`src/rtl/assert_macros.svh`:
```
// ---------------------------------------------------------------------------
// Assertion macros
// Concurrent assertion wrappers, compiled out for synthesis.
// ---------------------------------------------------------------------------
`ifndef ASSERT_MACROS_SVH
`define ASSERT_MACROS_SVH
`ifndef SYNTHESIS
// Check an implication or expression on every clock outside reset
`define ASSERT_PROP(lbl, clk, rst_n, prop) \
    lbl: assert property (@(posedge clk) disable iff (!rst_n) (prop)) \
        else $error("assertion failed");
// Check that a condition never occurs outside reset
`define ASSERT_NEVER(lbl, clk, rst_n, cond) \
    lbl: assert property (@(posedge clk) disable iff (!rst_n) !(cond)) \
        else $error("forbidden condition seen");
`else
`define ASSERT_PROP(lbl, clk, rst_n, prop)
`define ASSERT_NEVER(lbl, clk, rst_n, cond)
`endif
`endif

```
`src/rtl/dom_pkg.sv`:
```
// ---------------------------------------------------------------------------
// dom_pkg
// Shared widths, constants, tables and handshake types of the ohmmeter.
// ---------------------------------------------------------------------------
`default_nettype none

package dom_pkg;

    // Field and datapath widths
    localparam int ADC_W      = 10;
    localparam int RES_W      = 10;
    localparam int SEG_W      = 7;
    localparam int RANGE_W    = 3;
    localparam int IDLE_W     = 10;
    localparam int CFG_IDX_W  = 4;
    localparam int CFG_DATA_W = 10;
    localparam int NUM_W      = 20;
    localparam int DIV_STEPS  = NUM_W;
    localparam int DIV_CNT_W  = $clog2(DIV_STEPS);
    localparam int DIGITS     = 3;
    localparam int BCD_W      = 4 * DIGITS;
    localparam int BCD_CNT_W  = $clog2(RES_W);

    // Measurement constants
    localparam int REF_RESISTOR   = 618;
    localparam int ADC_FULL_SCALE = 1024;
    localparam int DISPLAY_MAX    = 999;

    // Register indexes
    localparam logic [CFG_IDX_W-1:0] CFG_RANGE_CODE  = CFG_IDX_W'(0);
    localparam logic [CFG_IDX_W-1:0] CFG_SLEEP_DELAY = CFG_IDX_W'(1);

    // Register reset values
    localparam logic [RANGE_W-1:0] RANGE_RESET = RANGE_W'(7);
    localparam logic [IDLE_W-1:0]  SLEEP_RESET = IDLE_W'(600);

    // Divider control and status
    typedef struct packed {
        logic start;
    } div_ctl_t;

    typedef struct packed {
        logic busy;
        logic done;
    } div_sts_t;

    // Limit in ohms for each range code
    function automatic logic [RES_W-1:0] limit_of(input logic [RANGE_W-1:0] code);
        logic [RES_W-1:0] lim;
        unique case (code)
            3'd0:    lim = RES_W'(50);
            3'd1:    lim = RES_W'(100);
            3'd2:    lim = RES_W'(150);
            3'd3:    lim = RES_W'(300);
            3'd4:    lim = RES_W'(500);
            3'd5:    lim = RES_W'(800);
            3'd6:    lim = RES_W'(20);
            3'd7:    lim = RES_W'(30);
            default: lim = RES_W'(30);
        endcase
        return lim;
    endfunction

    // Seven-segment pattern of one decimal digit, bit 0 is segment a
    function automatic logic [SEG_W-1:0] seg_of(input logic [3:0] digit);
        logic [SEG_W-1:0] seg;
        unique case (digit)
            4'd0:    seg = 7'h3F;
            4'd1:    seg = 7'h06;
            4'd2:    seg = 7'h5B;
            4'd3:    seg = 7'h4F;
            4'd4:    seg = 7'h66;
            4'd5:    seg = 7'h6D;
            4'd6:    seg = 7'h7D;
            4'd7:    seg = 7'h07;
            4'd8:    seg = 7'h7F;
            4'd9:    seg = 7'h6F;
            default: seg = 7'h00;
        endcase
        return seg;
    endfunction

endpackage

`default_nettype wire

```
`src/rtl/dom_div.sv`:
```
// ---------------------------------------------------------------------------
// dom_div
// Bit-serial restoring divider: one quotient bit per clock.
// ---------------------------------------------------------------------------
`default_nettype none

module dom_div (
    input  wire logic                        clk,
    input  wire logic                        rst_n,
    input  wire dom_pkg::div_ctl_t           ctl,
    input  wire logic [dom_pkg::NUM_W-1:0]   num,
    input  wire logic [dom_pkg::ADC_W-1:0]   den,
    output dom_pkg::div_sts_t                sts,
    output logic      [dom_pkg::NUM_W-1:0]   quotient
);
    import dom_pkg::*;

    logic                 busy_reg, busy_next;
    logic                 done_reg, done_next;
    logic [DIV_CNT_W-1:0] cnt_reg, cnt_next;
    logic [NUM_W-1:0]     num_reg, num_next;
    logic [ADC_W-1:0]     rem_reg, rem_next;
    logic [ADC_W-1:0]     den_reg, den_next;
    logic [ADC_W:0]       trial;
    logic [ADC_W:0]       diff;
    logic                 fits;

    // Bring in the next numerator bit and try one subtraction
    assign trial = {rem_reg, num_reg[NUM_W-1]};
    assign diff  = trial - {1'b0, den_reg};
    assign fits  = (trial >= {1'b0, den_reg});

    always_comb
    begin
        busy_next = busy_reg;
        done_next = 1'b0;
        cnt_next  = cnt_reg;
        num_next  = num_reg;
        rem_next  = rem_reg;
        den_next  = den_reg;
        if (ctl.start)
        begin
            busy_next = 1'b1;
            cnt_next  = '0;
            num_next  = num;
            rem_next  = '0;
            den_next  = den;
        end
        else if (busy_reg)
        begin
            num_next = {num_reg[NUM_W-2:0], fits};
            rem_next = fits ? diff[ADC_W-1:0] : trial[ADC_W-1:0];
            cnt_next = cnt_reg + DIV_CNT_W'(1);
            if (cnt_reg == DIV_CNT_W'(DIV_STEPS - 1))
            begin
                busy_next = 1'b0;
                done_next = 1'b1;
            end
        end
    end

    // Control registers
    always_ff @(posedge clk or negedge rst_n)
    begin
        if (!rst_n)
        begin
            busy_reg <= 1'b0;
            done_reg <= 1'b0;
            cnt_reg  <= '0;
        end
        else
        begin
            busy_reg <= busy_next;
            done_reg <= done_next;
            cnt_reg  <= cnt_next;
        end
    end

    // Datapath registers
    always_ff @(posedge clk)
    begin
        num_reg <= num_next;
        rem_reg <= rem_next;
        den_reg <= den_next;
    end

    assign sts.busy = busy_reg;
    assign sts.done = done_reg;
    assign quotient = num_reg;

endmodule

`default_nettype wire

```
`src/rtl/divider_ohmmeter_limit_checker_top.sv`:
```
// ---------------------------------------------------------------------------
// divider_ohmmeter_limit_checker_top
// Divider ohmmeter: resistance, limit LEDs, display digits, idle power-down.
// ---------------------------------------------------------------------------
// Each input word holds a 10-bit divider reading and a one-second tick. The
// block returns one result word per input: R = floor(618*(1024-raw)/raw),
// saturated at 999 (0 for a zero reading), the green/red limit LEDs for the
// range chosen by range_code, three seven-segment patterns and a power-down
// request from the idle-seconds counter. A word passes from acceptance to a valid
// result through the bit-serial divider, a hand-off step, the shift-and-add-3
// decimal converter and the load of the output register. A new word is accepted
// once the previous one has reached the output register, even if it is not yet
// taken.
`default_nettype none

`include "assert_macros.svh"

module divider_ohmmeter_limit_checker_top (
    input  wire logic                             clk,
    input  wire logic                             rst_n,
    input  wire logic                             cfg_valid,
    output logic                                  cfg_ready,
    input  wire logic [dom_pkg::CFG_IDX_W-1:0]    cfg_index,
    input  wire logic [dom_pkg::CFG_DATA_W-1:0]   cfg_data,
    input  wire logic                             in_valid,
    output logic                                  in_ready,
    input  wire logic [dom_pkg::ADC_W-1:0]        adc_sample,
    input  wire logic                             second_tick,
    output logic                                  out_valid,
    input  wire logic                             out_ready,
    output logic      [dom_pkg::RES_W-1:0]        resistance,
    output logic                                  green_lamp,
    output logic                                  led_red,
    output logic      [dom_pkg::SEG_W-1:0]        seg_ones,
    output logic      [dom_pkg::SEG_W-1:0]        seg_tens,
    output logic      [dom_pkg::SEG_W-1:0]        seg_hundreds,
    output logic                                  power_down
);
    import dom_pkg::*;

    localparam logic [1:0] ST_IDLE = 2'd0;
    localparam logic [1:0] ST_DIV  = 2'd1;
    localparam logic [1:0] ST_BCD  = 2'd2;
    localparam logic [1:0] ST_LOAD = 2'd3;

    logic [1:0]           state_reg, state_next;
    logic [RANGE_W-1:0]   range_reg;
    logic [IDLE_W-1:0]    sleep_reg;
    logic [IDLE_W-1:0]    idle_reg, idle_next;
    logic                 pd_reg, pd_next;
    logic [RES_W-1:0]     r_reg, r_next;
    logic [RES_W-1:0]     bin_reg, bin_next;
    logic [BCD_W-1:0]     bcd_reg, bcd_next;
    logic [BCD_CNT_W-1:0] bcd_cnt_reg, bcd_cnt_next;
    logic                 out_valid_reg, out_valid_next;
    logic [RES_W-1:0]     res_out_reg;
    logic                 green_reg, red_reg, pdo_reg;
    logic [SEG_W-1:0]     seg0_reg, seg1_reg, seg2_reg;

    logic                 accept;
    logic                 raw_zero;
    logic [ADC_W:0]       span;
    logic [NUM_W:0]       product;
    logic [NUM_W-1:0]     div_num;
    logic [ADC_W-1:0]     div_den;
    div_ctl_t             div_ctl;
    div_sts_t             div_sts;
    logic [NUM_W-1:0]     quotient;
    logic [RES_W-1:0]     r_sat;
    logic [BCD_W-1:0]     bcd_adj;
    logic [IDLE_W-1:0]    idle_inc;
    logic                 out_load;
    logic [RES_W-1:0]     limit;

    assign cfg_ready = 1'b1;
    assign in_ready  = (state_reg == ST_IDLE);
    assign accept    = in_valid && in_ready;

    // Form numerator and divisor; a zero reading divides zero by one
    assign raw_zero = (adc_sample == '0);
    assign span     = (ADC_W + 1)'(ADC_FULL_SCALE) - {1'b0, adc_sample};
    assign product  = (NUM_W + 1)'(REF_RESISTOR) * (NUM_W + 1)'(span);
    assign div_num  = raw_zero ? '0 : product[NUM_W-1:0];
    assign div_den  = raw_zero ? ADC_W'(1) : adc_sample;
    assign div_ctl.start = accept;

    dom_div u_div (
        .clk      (clk),
        .rst_n    (rst_n),
        .ctl      (div_ctl),
        .num      (div_num),
        .den      (div_den),
        .sts      (div_sts),
        .quotient (quotient)
    );

    // Saturate the quotient to the display range
    assign r_sat = (quotient > NUM_W'(DISPLAY_MAX)) ? RES_W'(DISPLAY_MAX)
                                                    : quotient[RES_W-1:0];

    // Add 3 to every decimal digit of 5 or more before the shift
    always_comb
    begin
        for (int i = 0; i < DIGITS; i++)
        begin
            bcd_adj[4*i +: 4] = (bcd_reg[4*i +: 4] >= 4'd5) ?
                                bcd_reg[4*i +: 4] + 4'd3 : bcd_reg[4*i +: 4];
        end
    end

    // Advance the idle-seconds counter on an accepted reading of 0 or 1 with a tick
    assign idle_inc = idle_reg + IDLE_W'(1);

    always_comb
    begin
        idle_next = idle_reg;
        pd_next   = pd_reg;
        if (accept)
        begin
            pd_next = 1'b0;
            if ((adc_sample <= ADC_W'(1)) && second_tick)
            begin
                if (idle_inc == sleep_reg)
                begin
                    idle_next = '0;
                    pd_next   = 1'b1;
                end
                else
                begin
                    idle_next = idle_inc;
                end
            end
        end
    end

    // Sequence divider, decimal converter and output load
    assign out_load = (state_reg == ST_LOAD) && (!out_valid_reg || out_ready);

    always_comb
    begin
        state_next   = state_reg;
        r_next       = r_reg;
        bin_next     = bin_reg;
        bcd_next     = bcd_reg;
        bcd_cnt_next = bcd_cnt_reg;
        unique case (state_reg)
            ST_IDLE:
            begin
                if (accept)
                begin
                    state_next = ST_DIV;
                end
            end
            ST_DIV:
            begin
                if (div_sts.done)
                begin
                    r_next       = r_sat;
                    bin_next     = r_sat;
                    bcd_next     = '0;
                    bcd_cnt_next = '0;
                    state_next   = ST_BCD;
                end
            end
            ST_BCD:
            begin
                {bcd_next, bin_next} = {bcd_adj[BCD_W-2:0], bin_reg, 1'b0};
                bcd_cnt_next = bcd_cnt_reg + BCD_CNT_W'(1);
                if (bcd_cnt_reg == BCD_CNT_W'(RES_W - 1))
                begin
                    state_next = ST_LOAD;
                end
            end
            ST_LOAD:
            begin
                if (out_load)
                begin
                    state_next = ST_IDLE;
                end
            end
            default:
            begin
                state_next = ST_IDLE;
            end
        endcase
    end

    // Hold the output word until taken
    assign limit = limit_of(range_reg);

    always_comb
    begin
        out_valid_next = out_valid_reg;
        if (out_load)
        begin
            out_valid_next = 1'b1;
        end
        else if (out_ready)
        begin
            out_valid_next = 1'b0;
        end
    end

    // Control and configuration registers
    always_ff @(posedge clk or negedge rst_n)
    begin
        if (!rst_n)
        begin
            state_reg     <= ST_IDLE;
            range_reg     <= RANGE_RESET;
            sleep_reg     <= SLEEP_RESET;
            idle_reg      <= '0;
            bcd_cnt_reg   <= '0;
            out_valid_reg <= 1'b0;
        end
        else
        begin
            state_reg     <= state_next;
            idle_reg      <= idle_next;
            bcd_cnt_reg   <= bcd_cnt_next;
            out_valid_reg <= out_valid_next;
            if (cfg_valid && cfg_ready)
            begin
                if (cfg_index == CFG_RANGE_CODE)
                begin
                    range_reg <= cfg_data[RANGE_W-1:0];
                end
                else if (cfg_index == CFG_SLEEP_DELAY)
                begin
                    sleep_reg <= cfg_data[IDLE_W-1:0];
                end
            end
        end
    end

    // Datapath registers
    always_ff @(posedge clk)
    begin
        pd_reg  <= pd_next;
        r_reg   <= r_next;
        bin_reg <= bin_next;
        bcd_reg <= bcd_next;
        if (out_load)
        begin
            res_out_reg <= r_reg;
            green_reg   <= (r_reg != '0) && (r_reg < limit);
            red_reg     <= (r_reg >= limit);
            pdo_reg     <= pd_reg;
            seg0_reg    <= seg_of(bcd_reg[3:0]);
            seg1_reg    <= seg_of(bcd_reg[7:4]);
            seg2_reg    <= seg_of(bcd_reg[11:8]);
        end
    end

    assign out_valid    = out_valid_reg;
    assign resistance   = res_out_reg;
    assign green_lamp   = green_reg;
    assign led_red      = red_reg;
    assign seg_ones     = seg0_reg;
    assign seg_tens     = seg1_reg;
    assign seg_hundreds = seg2_reg;
    assign power_down   = pdo_reg;

    // Checks
    `ASSERT_NEVER(a_leds_exclusive, clk, rst_n, out_valid && green_lamp && led_red)
    `ASSERT_NEVER(a_res_range, clk, rst_n, out_valid && (resistance > RES_W'(DISPLAY_MAX)))
    `ASSERT_PROP(a_div_starts, clk, rst_n, accept |=> (div_sts.busy && state_reg == ST_DIV))
    `ASSERT_PROP(a_done_in_div, clk, rst_n, div_sts.done |-> (state_reg == ST_DIV))

endmodule

`default_nettype wire

```
`config.mk`:
```
export PLATFORM = sky130hd
export DESIGN_NAME = divider_ohmmeter_limit_checker_top
export DESIGN_NICKNAME = d
export VERILOG_FILES = /design/src/rtl/dom_pkg.sv /design/src/rtl/dom_div.sv /design/src/rtl/divider_ohmmeter_limit_checker_top.sv
export VERILOG_INCLUDE_DIRS = /design/src /design/src/rtl
export SDC_FILE = /design/constraint.sdc
export NUM_CORES = 1
export LEC_CHECK = 0
export BUFFER_PORTS_ARGS = -buffer_cell sky130_fd_sc_hd__buf_2
export CAP_MARGIN = 20
export CORE_ASPECT_RATIO = 1.25
export CORE_MARGIN = 4
export CORE_UTILIZATION = 60
export DETAILED_ROUTE_END_ITERATION = 6
export PLACE_DENSITY = 0.79
export SETUP_SLACK_MARGIN = 0.2
export SLEW_MARGIN = 30
export SYNTH_ARGS = -nofsm -noshare
export SYNTH_HDL_FRONTEND = slang
export SYNTH_SLANG_ARGS = --single-unit
export TNS_END_PERCENT = 5
```
`constraint.sdc`:
```
create_clock -name clk -period 2.5 [get_ports clk]
set_input_delay 0.25 -clock clk [delete_from_list [all_inputs] [get_ports clk]]
set_output_delay 0.25 -clock clk [all_outputs]
set_load 0.03 [all_outputs]
```
==> metrics, run 1 <==
Die W=121 um; DRC=0; CP max FO=4; Worst setup SP type=input port; row count=51; vias per inst=around 5.6; Top cell by count, worst path=fa_1; placed cell areas=0.0107 mm2; Yosys cell types=65; first-pass GRT wire length=roughly 33 mm; gp weighted congestion=slightly below 0.9; Post-Synthesis Net Count=between 1k and 1.5k; Place WS=-2260 ps; Ant. Diodes=0; fin nets=between 1k and 1.5k; Setup TNS Final=-19110 ps; reg2reg start=u_div.den_reg[1]; H-tree depth=4; Hold Fails Final Rpt=0; Hold Crit Start=cfg_data[6]; WL final=19.7 mm; I/O Pins=between 60 and 70; clk sinks=144; worst-path cell chain=buf_6 -> inv_6 -> ha_4 -> nor3b_4 -> buf_6 -> nand2_4 -> xor2_4 -> ha_2 -> inv_1 -> fa_1 -> fa_1 -> fa_1 -> inv_1 -> ha_4 -> a2111o_1 -> o211ai_1 -> a21oi_1 -> mux2i_1 -> a211o_1; status=finished, violations left; critical path class=input port to flip-flop; initial core utilization=0.612; max reg flops=20; Crit Reg-Reg Endpoint=u_div.rem_reg[7]; Die ar.=between 0.015 and 0.02 mm2; top post-synthesis cells by area=edfxtp_1 (30%), ha_1 (13%), dfrtp_1 (7.9%), fa_1 (5.0%), inv_1 (4.2%); initial antenna violation count=0; wire length per cell=15.3 um; CTS tree=yes; Hold Path Cell Cnt=2; EDFF count, synth=97; Post-synth ARST share=0.257; TritonRoute pass-1 iters=6; slew margin rel.=0.459; post-synthesis sequential area ratio=0.423; Fmax=about 0.24 GHz; Max stage delay on crit path=around 530 ps; Hold Crit Class=input port to flip-flop; number of CTS-inserted buffers=17; Syn Inst Count=926; crit path max-delay cell type=fa_1; register area=between 0.004 and 0.005 mm2; R2R setup slack=roughly 330 ps; share of layout cells above drive strength 1=0.265; Mapped Avg Cell Area=~10 um2; largest area contributor in the netlist=edfxtp_1; insertion delay to the later sink of the worst-skew pair=420 ps; Cells after DPL=~1.2k; gr usage total=0.227; synthesized area=about 0.0096 mm2; WHS=55.6 ps; multi-input logic area=0.00536 mm2; hpwl dp=~14 mm; Max-cap violations=0; commonest register cell after synthesis=edfxtp_1; Reg2Reg Depth=8; Yosys reg bits=144; Remaining Overflow, GRT=0; Worst EP arrival=4390 ps; Final Setup Violations=14; WP data required=approximately 2700 ps; Worst Slack Setup Final=-1720 ps; Power Dens Cells=between 1000 and 1500 mW/mm2; Root Driver=clkbuf_16; yosys warns=0; Synth top area share=0.305; Worst setup EP type=flip-flop; clock buffer depth=2; Final period util=1.69; DR iter-0 viols=345; Layout area overhead=22.5%; fin area=0.0117 mm2; filler cell count=1061; Die Y=about 150 um; P_leak=5.18 nW; core area=0.0156 mm2; Least-Margin Pin Slew=between 800 and 900 ps; pins over their slew limit=0; Worst VDD drop=around 0.52 mV; Worst Clk Skew=just under 9 ps; largest net degree at the start of global routing=38; Cell Count, Final, Fillers Out=1288; clock transition at the registers of the reported paths=60 ps; vias in the first global route=7242; Routed Antenna Nets=0; via count=slightly above 7k; Hold EP=sleep_reg[6]; RSZ-0062 raised after global routing=true; I/O Buffers=65; Min Clock Period, post-route=roughly 4200 ps; failing checks=negative setup slack
-- metal layers --
| layer | wire length [um] | GRT usage | share of wire | up-vias |
|---|---|---|---|---|
| li1 | - | - | - | 3538 |
| met1 | 7860 | 0.264 | 0.40 | 3431 |
| met2 | 10500 | 0.412 | 0.53 | 181 |
| met3 | 812 | 0.0414 | 0.041 | 55 |
| met4 | 532 | 0.0918 | 0.027 | 0 |
| met5 | 0 | 0 | 0 | - |
-- cell type report --
| cell class | count | share of cell area |
|---|---|---|
| Clock buffer | 27 | 0.0487 |
| Clock inverter | 5 | 0.00299 |
| Inverter | 108 | 0.0352 |
| Tap cell | 212 | 0.0226 |
| Multi-Input combinational cell | 638 | 0.458 |
| Sequential cell | 144 | 0.346 |
| Timing Repair Buffer | 154 | 0.0869 |
-- synth_stat cells (11+ instances only) --
library cell and instances:
a211oi_1 11, a21o_1 13, a21oi_1 30, clkbuf_1 24
dfrtp_1 30, edfxtp_1 97, fa_1 24, ha_1 103
inv_1 108, mux2_2 21, nand2_1 75, nand2b_1 17
nand3_1 20, nor2_1 48, o21ai_0 67, xnor2_1 24
xor2_1 20
-- what timing repair did --
action,in CTS,in global routing
endpoints found under the hold margin,30,0
setup endpoints to repair,15,33
resized for setup,36,30
pin swaps,34,9
setup buffers,9,1
hold buffers,1,0
-- kinds of logic (layout without fill, tap and decap cells) --
group	count (synthesis)	count (layout)	synth area share
XOR/XNOR	44	44	0.0403
flip-flops	144	144	0.423
buffers and inverters	144	294	0.0584
AND/OR/NAND/NOR	247	247	0.132
other	1	1	0.000392
multiplexers	31	31	0.0352
adder cells (fa/ha/maj)	127	127	0.185
AO/OA/AOI/OAI	188	188	0.125
-- where the power goes --
| part | internal [mW] | leakage [nW] | switching (mW) | total, mW |
|---|---|---|---|---|
| Clock | 1.57 | 0.304 | 0.951 | 2.52 |
| Sequential | 3.71 | 1.46 | 0.645 | 4.36 |
| Combinational | 2.98 | 3.41 | 3.69 | 6.67 |
| Total | 8.27 | 5.18 | 5.29 | 13.6 |
-- worst max-delay path: cells and delay by family --
kind / cells / cell delay [ps]
AND/OR/NAND/NOR: 2 / 300
buffers and inverters: 5 / 430
AO/OA/AOI/OAI: 4 / 1020
multiplexers: 1 / 130
adder cells (fa/ha/maj): 6 / 2030
XOR/XNOR: 1 / 230
-- worst max-delay path by stage --
stage                        startpoint            endpoint  slack, ps  depth (start not counted)
after floorplan           adc_sample[1]  u_div.quotient[19]      -1860                         19
after global placement    adc_sample[0]  u_div.quotient[14]      -2150                         21
after detailed placement  adc_sample[0]  u_div.quotient[19]      -2260                         18
after CTS                 adc_sample[0]  u_div.quotient[19]      -1690                         18
after global routing      adc_sample[1]  u_div.quotient[19]      -1900                         23
final                     adc_sample[1]  u_div.quotient[19]      -1720                         19
-- per-stage QoR --
| step | power (mW) | util |
|---|---|---|
| after floorplan | 8.73 | - |
| after global placement | 10.4 | 0.686 |
| after detailed placement | 10.6 | 0.686 |
| after CTS | 13.4 | 0.741 |
| after global routing | 14.6 | 0.749 |
| final | 13.6 | 0.749 |
-- placed cells by master (no fill, tap or decap), types with 20 or more instances in the layout --
cell,instances
a21oi_1,29
buf_2,62
buf_4,87
clkbuf_16,20
dfrtp_1,28
edfxtp_1,97
fa_1,21
ha_1,90
inv_1,98
mux2_2,21
nand2_1,73
nand3_1,20
nor2_1,45
o21ai_0,58
xnor2_1,20
Power figures use the tool's default switching activity.
==> run 2, diff against run 1 <==
==> constraint.sdc (replaced) <==
create_clock -name clk -period 4.09 [get_ports clk]
set_input_delay 0.409 -clock clk [delete_from_list [all_inputs] [get_ports clk]]
set_output_delay 0.409 -clock clk [all_outputs]
set_load 0.03 [all_outputs]
==> run 2 against run 1 <==
  * The run ends with design-rule violations, negative setup slack left
  * Cell count is 1.6% lower
  * Worst hold slack better by 160 ps
  * Wire length decreased by 2.3%
  * Critical path depth grew 4
  * Via count is 2.2% lower
  * Power shrank 40%
  * Critical endpoint unchanged
==> metrics, run 2 (synthesized netlist as in run 1, its figures left out) <==
gr usage total=0.227; Final Setup Violations=9; Die ar.=approximately 0.018 mm2; initial antenna violation count=0; most common cell after layout, fill and taps aside=inv_1; TritonRoute pass-1 iters=7; Hold Crit Class=input port to flip-flop; core area=approximately 0.016 mm2; Fmax=roughly 0.23 GHz; Worst setup SP type=input port; Cells after DPL=~1.2k; WP data required=approximately 4300 ps; via count=between 7k and 8k; worst-path cell chain=buf_12 -> inv_6 -> ha_4 -> nor3b_4 -> buf_4 -> nand2_4 -> xor2_4 -> ha_2 -> inv_1 -> fa_1 -> inv_1 -> ha_1 -> inv_1 -> fa_1 -> inv_1 -> ha_2 -> buf_4 -> o21ai_0 -> nor2_1 -> o211ai_1 -> a21oi_1 -> mux2i_1 -> a211o_1; Root Driver=clkbuf_16; Max-cap violations=0; Worst Slack Setup Final=-302 ps; fin nets=roughly 1.2k; max reg flops=20; gp weighted congestion=0.875; Pwr Total=slightly above 8 mW; pins over their slew limit=0; RSZ-0062 raised after global routing=true; Worst VDD drop=0.317 mV; largest net degree at the start of global routing=38; crit path max-delay cell type=fa_1; Final period util=1.07; vias per inst=around 5.6; Worst Clk Skew=13.8 ps; wire length per cell=between 15 and 20 um; number of CTS-inserted buffers=17; vias in the first global route=around 7.1k; insertion delay to the later sink of the worst-skew pair=about 430 ps; first-pass GRT wire length=33.2 mm; Hold Fails Final Rpt=0; CTS tree=yes; clk sinks=around 140; Cell Count, Final, Fillers Out=approximately 1.3k; WL final=around 19 mm; Layout area overhead=19.9%; DR iter-0 viols=around 480; Die W=between 100 and 150 um; Top cell by count, worst path=inv_1; Die Y=149 um; clock buffer depth=2; most frequent cells in the layout=inv_1 (100), edfxtp_1 (97), ha_1 (92); clock transition at the registers of the reported paths=roughly 60 ps; H-tree depth=4; Worst EP arrival=roughly 4600 ps; Max stage delay on crit path=540 ps; hpwl dp=13.9 mm; R2R setup slack=1450 ps; Power Dens Cells=approximately 710 mW/mm2; Place WS=-797 ps; share of layout cells above drive strength 1=0.236; Setup TNS Final=-1960 ps; I/O Buffers=65; Remaining Overflow, GRT=0; row count=51; filler cell count=~1.1k; DRC=1; Worst setup EP type=flip-flop; failing checks=design-rule violations, negative setup slack; Least-Margin Pin Slew=between 800 and 900 ps; Ant. Diodes=0; P_leak=around 5.1 nW; critical path class=input port to flip-flop; CP max FO=5; status=finished, violations left; Routed Antenna Nets=0; I/O Pins=between 60 and 70; slew margin rel.=0.400; Min Clock Period, post-route=about 4400 ps; initial core utilization=0.612
-- run 2: cell types whose count changed in the layout (fill, tap and decap cells not counted), sizes merged --
| cell | before | now |
|---|---|---|
| bufinv | 0 | 2 |
| buf | 153 | 132 |
| clkinvlp | 0 | 4 |
| clkinv | 2 | 4 |
| clkbuf | 27 | 18 |
| inv | 111 | 112 |
-- run 2: worst paths after layout --
check / cells past startpoint / end / start
setup / recovery: 23 / u_div.quotient[19] / adc_sample[0]
max in group asynchronous: 2 / range_reg[0] / rst_n
min in group asynchronous: 2 / u_div.cnt_reg[0] / rst_n
hold / removal: 2 / sleep_reg[4] / cfg_data[4]
setup reg to reg: 6 / idle_reg[7] / idle_reg[3]
hold reg to reg: 0 / power_down / pd_reg
-- run 2: stage by stage --
step | util | cell area [um2] | hold slack [ps]
after floorplan | - | 9710 | 113
after global placement | 0.677 | 10600 | 446
after detailed placement | 0.677 | 10600 | 465
after CTS | 0.729 | 11400 | 123
after global routing | 0.733 | 11500 | 211
final | 0.733 | 11500 | 219
-- run 2: area by class of cell --
type,count,area (um2),area share
Tap cell,212,265,0.0231
Multi-Input combinational cell,638,5280,0.460
Inverter,108,415,0.0363
Clock inverter,14,155,0.0135
Timing Repair Buffer,133,870,0.0759
Sequential cell,144,4050,0.353
Clock buffer,18,429,0.0375
-- run 2: critical path, delay by kind of cell --
kind | cells | cell delay (ps)
xor+xnor | 1 | 190
fa+ha+maj | 6 | 2080
compound gates | 4 | 680
simple gates | 3 | 470
buf+inv | 8 | 650
mux | 1 | 90
-- run 2: timing repair --
| action | 4_1_cts | 5_1_grt |
|---|---|---|
| hold buffers | 0 | 1 |
| setup endpoints to repair | 11 | 11 |
| gates cloned | 0 | 0 |
| resized for setup | 33 | 13 |
| setup buffers | 7 | 1 |
| endpoints found under the hold margin | 0 | 27 |
| pin swaps | 27 | 9 |
-- run 2: power breakdown --
group          switching (mW)  internal, mW
combinational            2.20          1.71
sequential              0.402          2.28
clock                   0.627         0.906
-- run 2: layer usage --
metal / track usage / vias up / part of all wire
li1: - / 3514 / -
met2: 0.417 / 171 / 0.53
met5: 0 / - / 0
met4: 0.0629 / 0 / 0.018
met3: 0.0421 / 29 / 0.041
met1: 0.272 / 3330 / 0.41
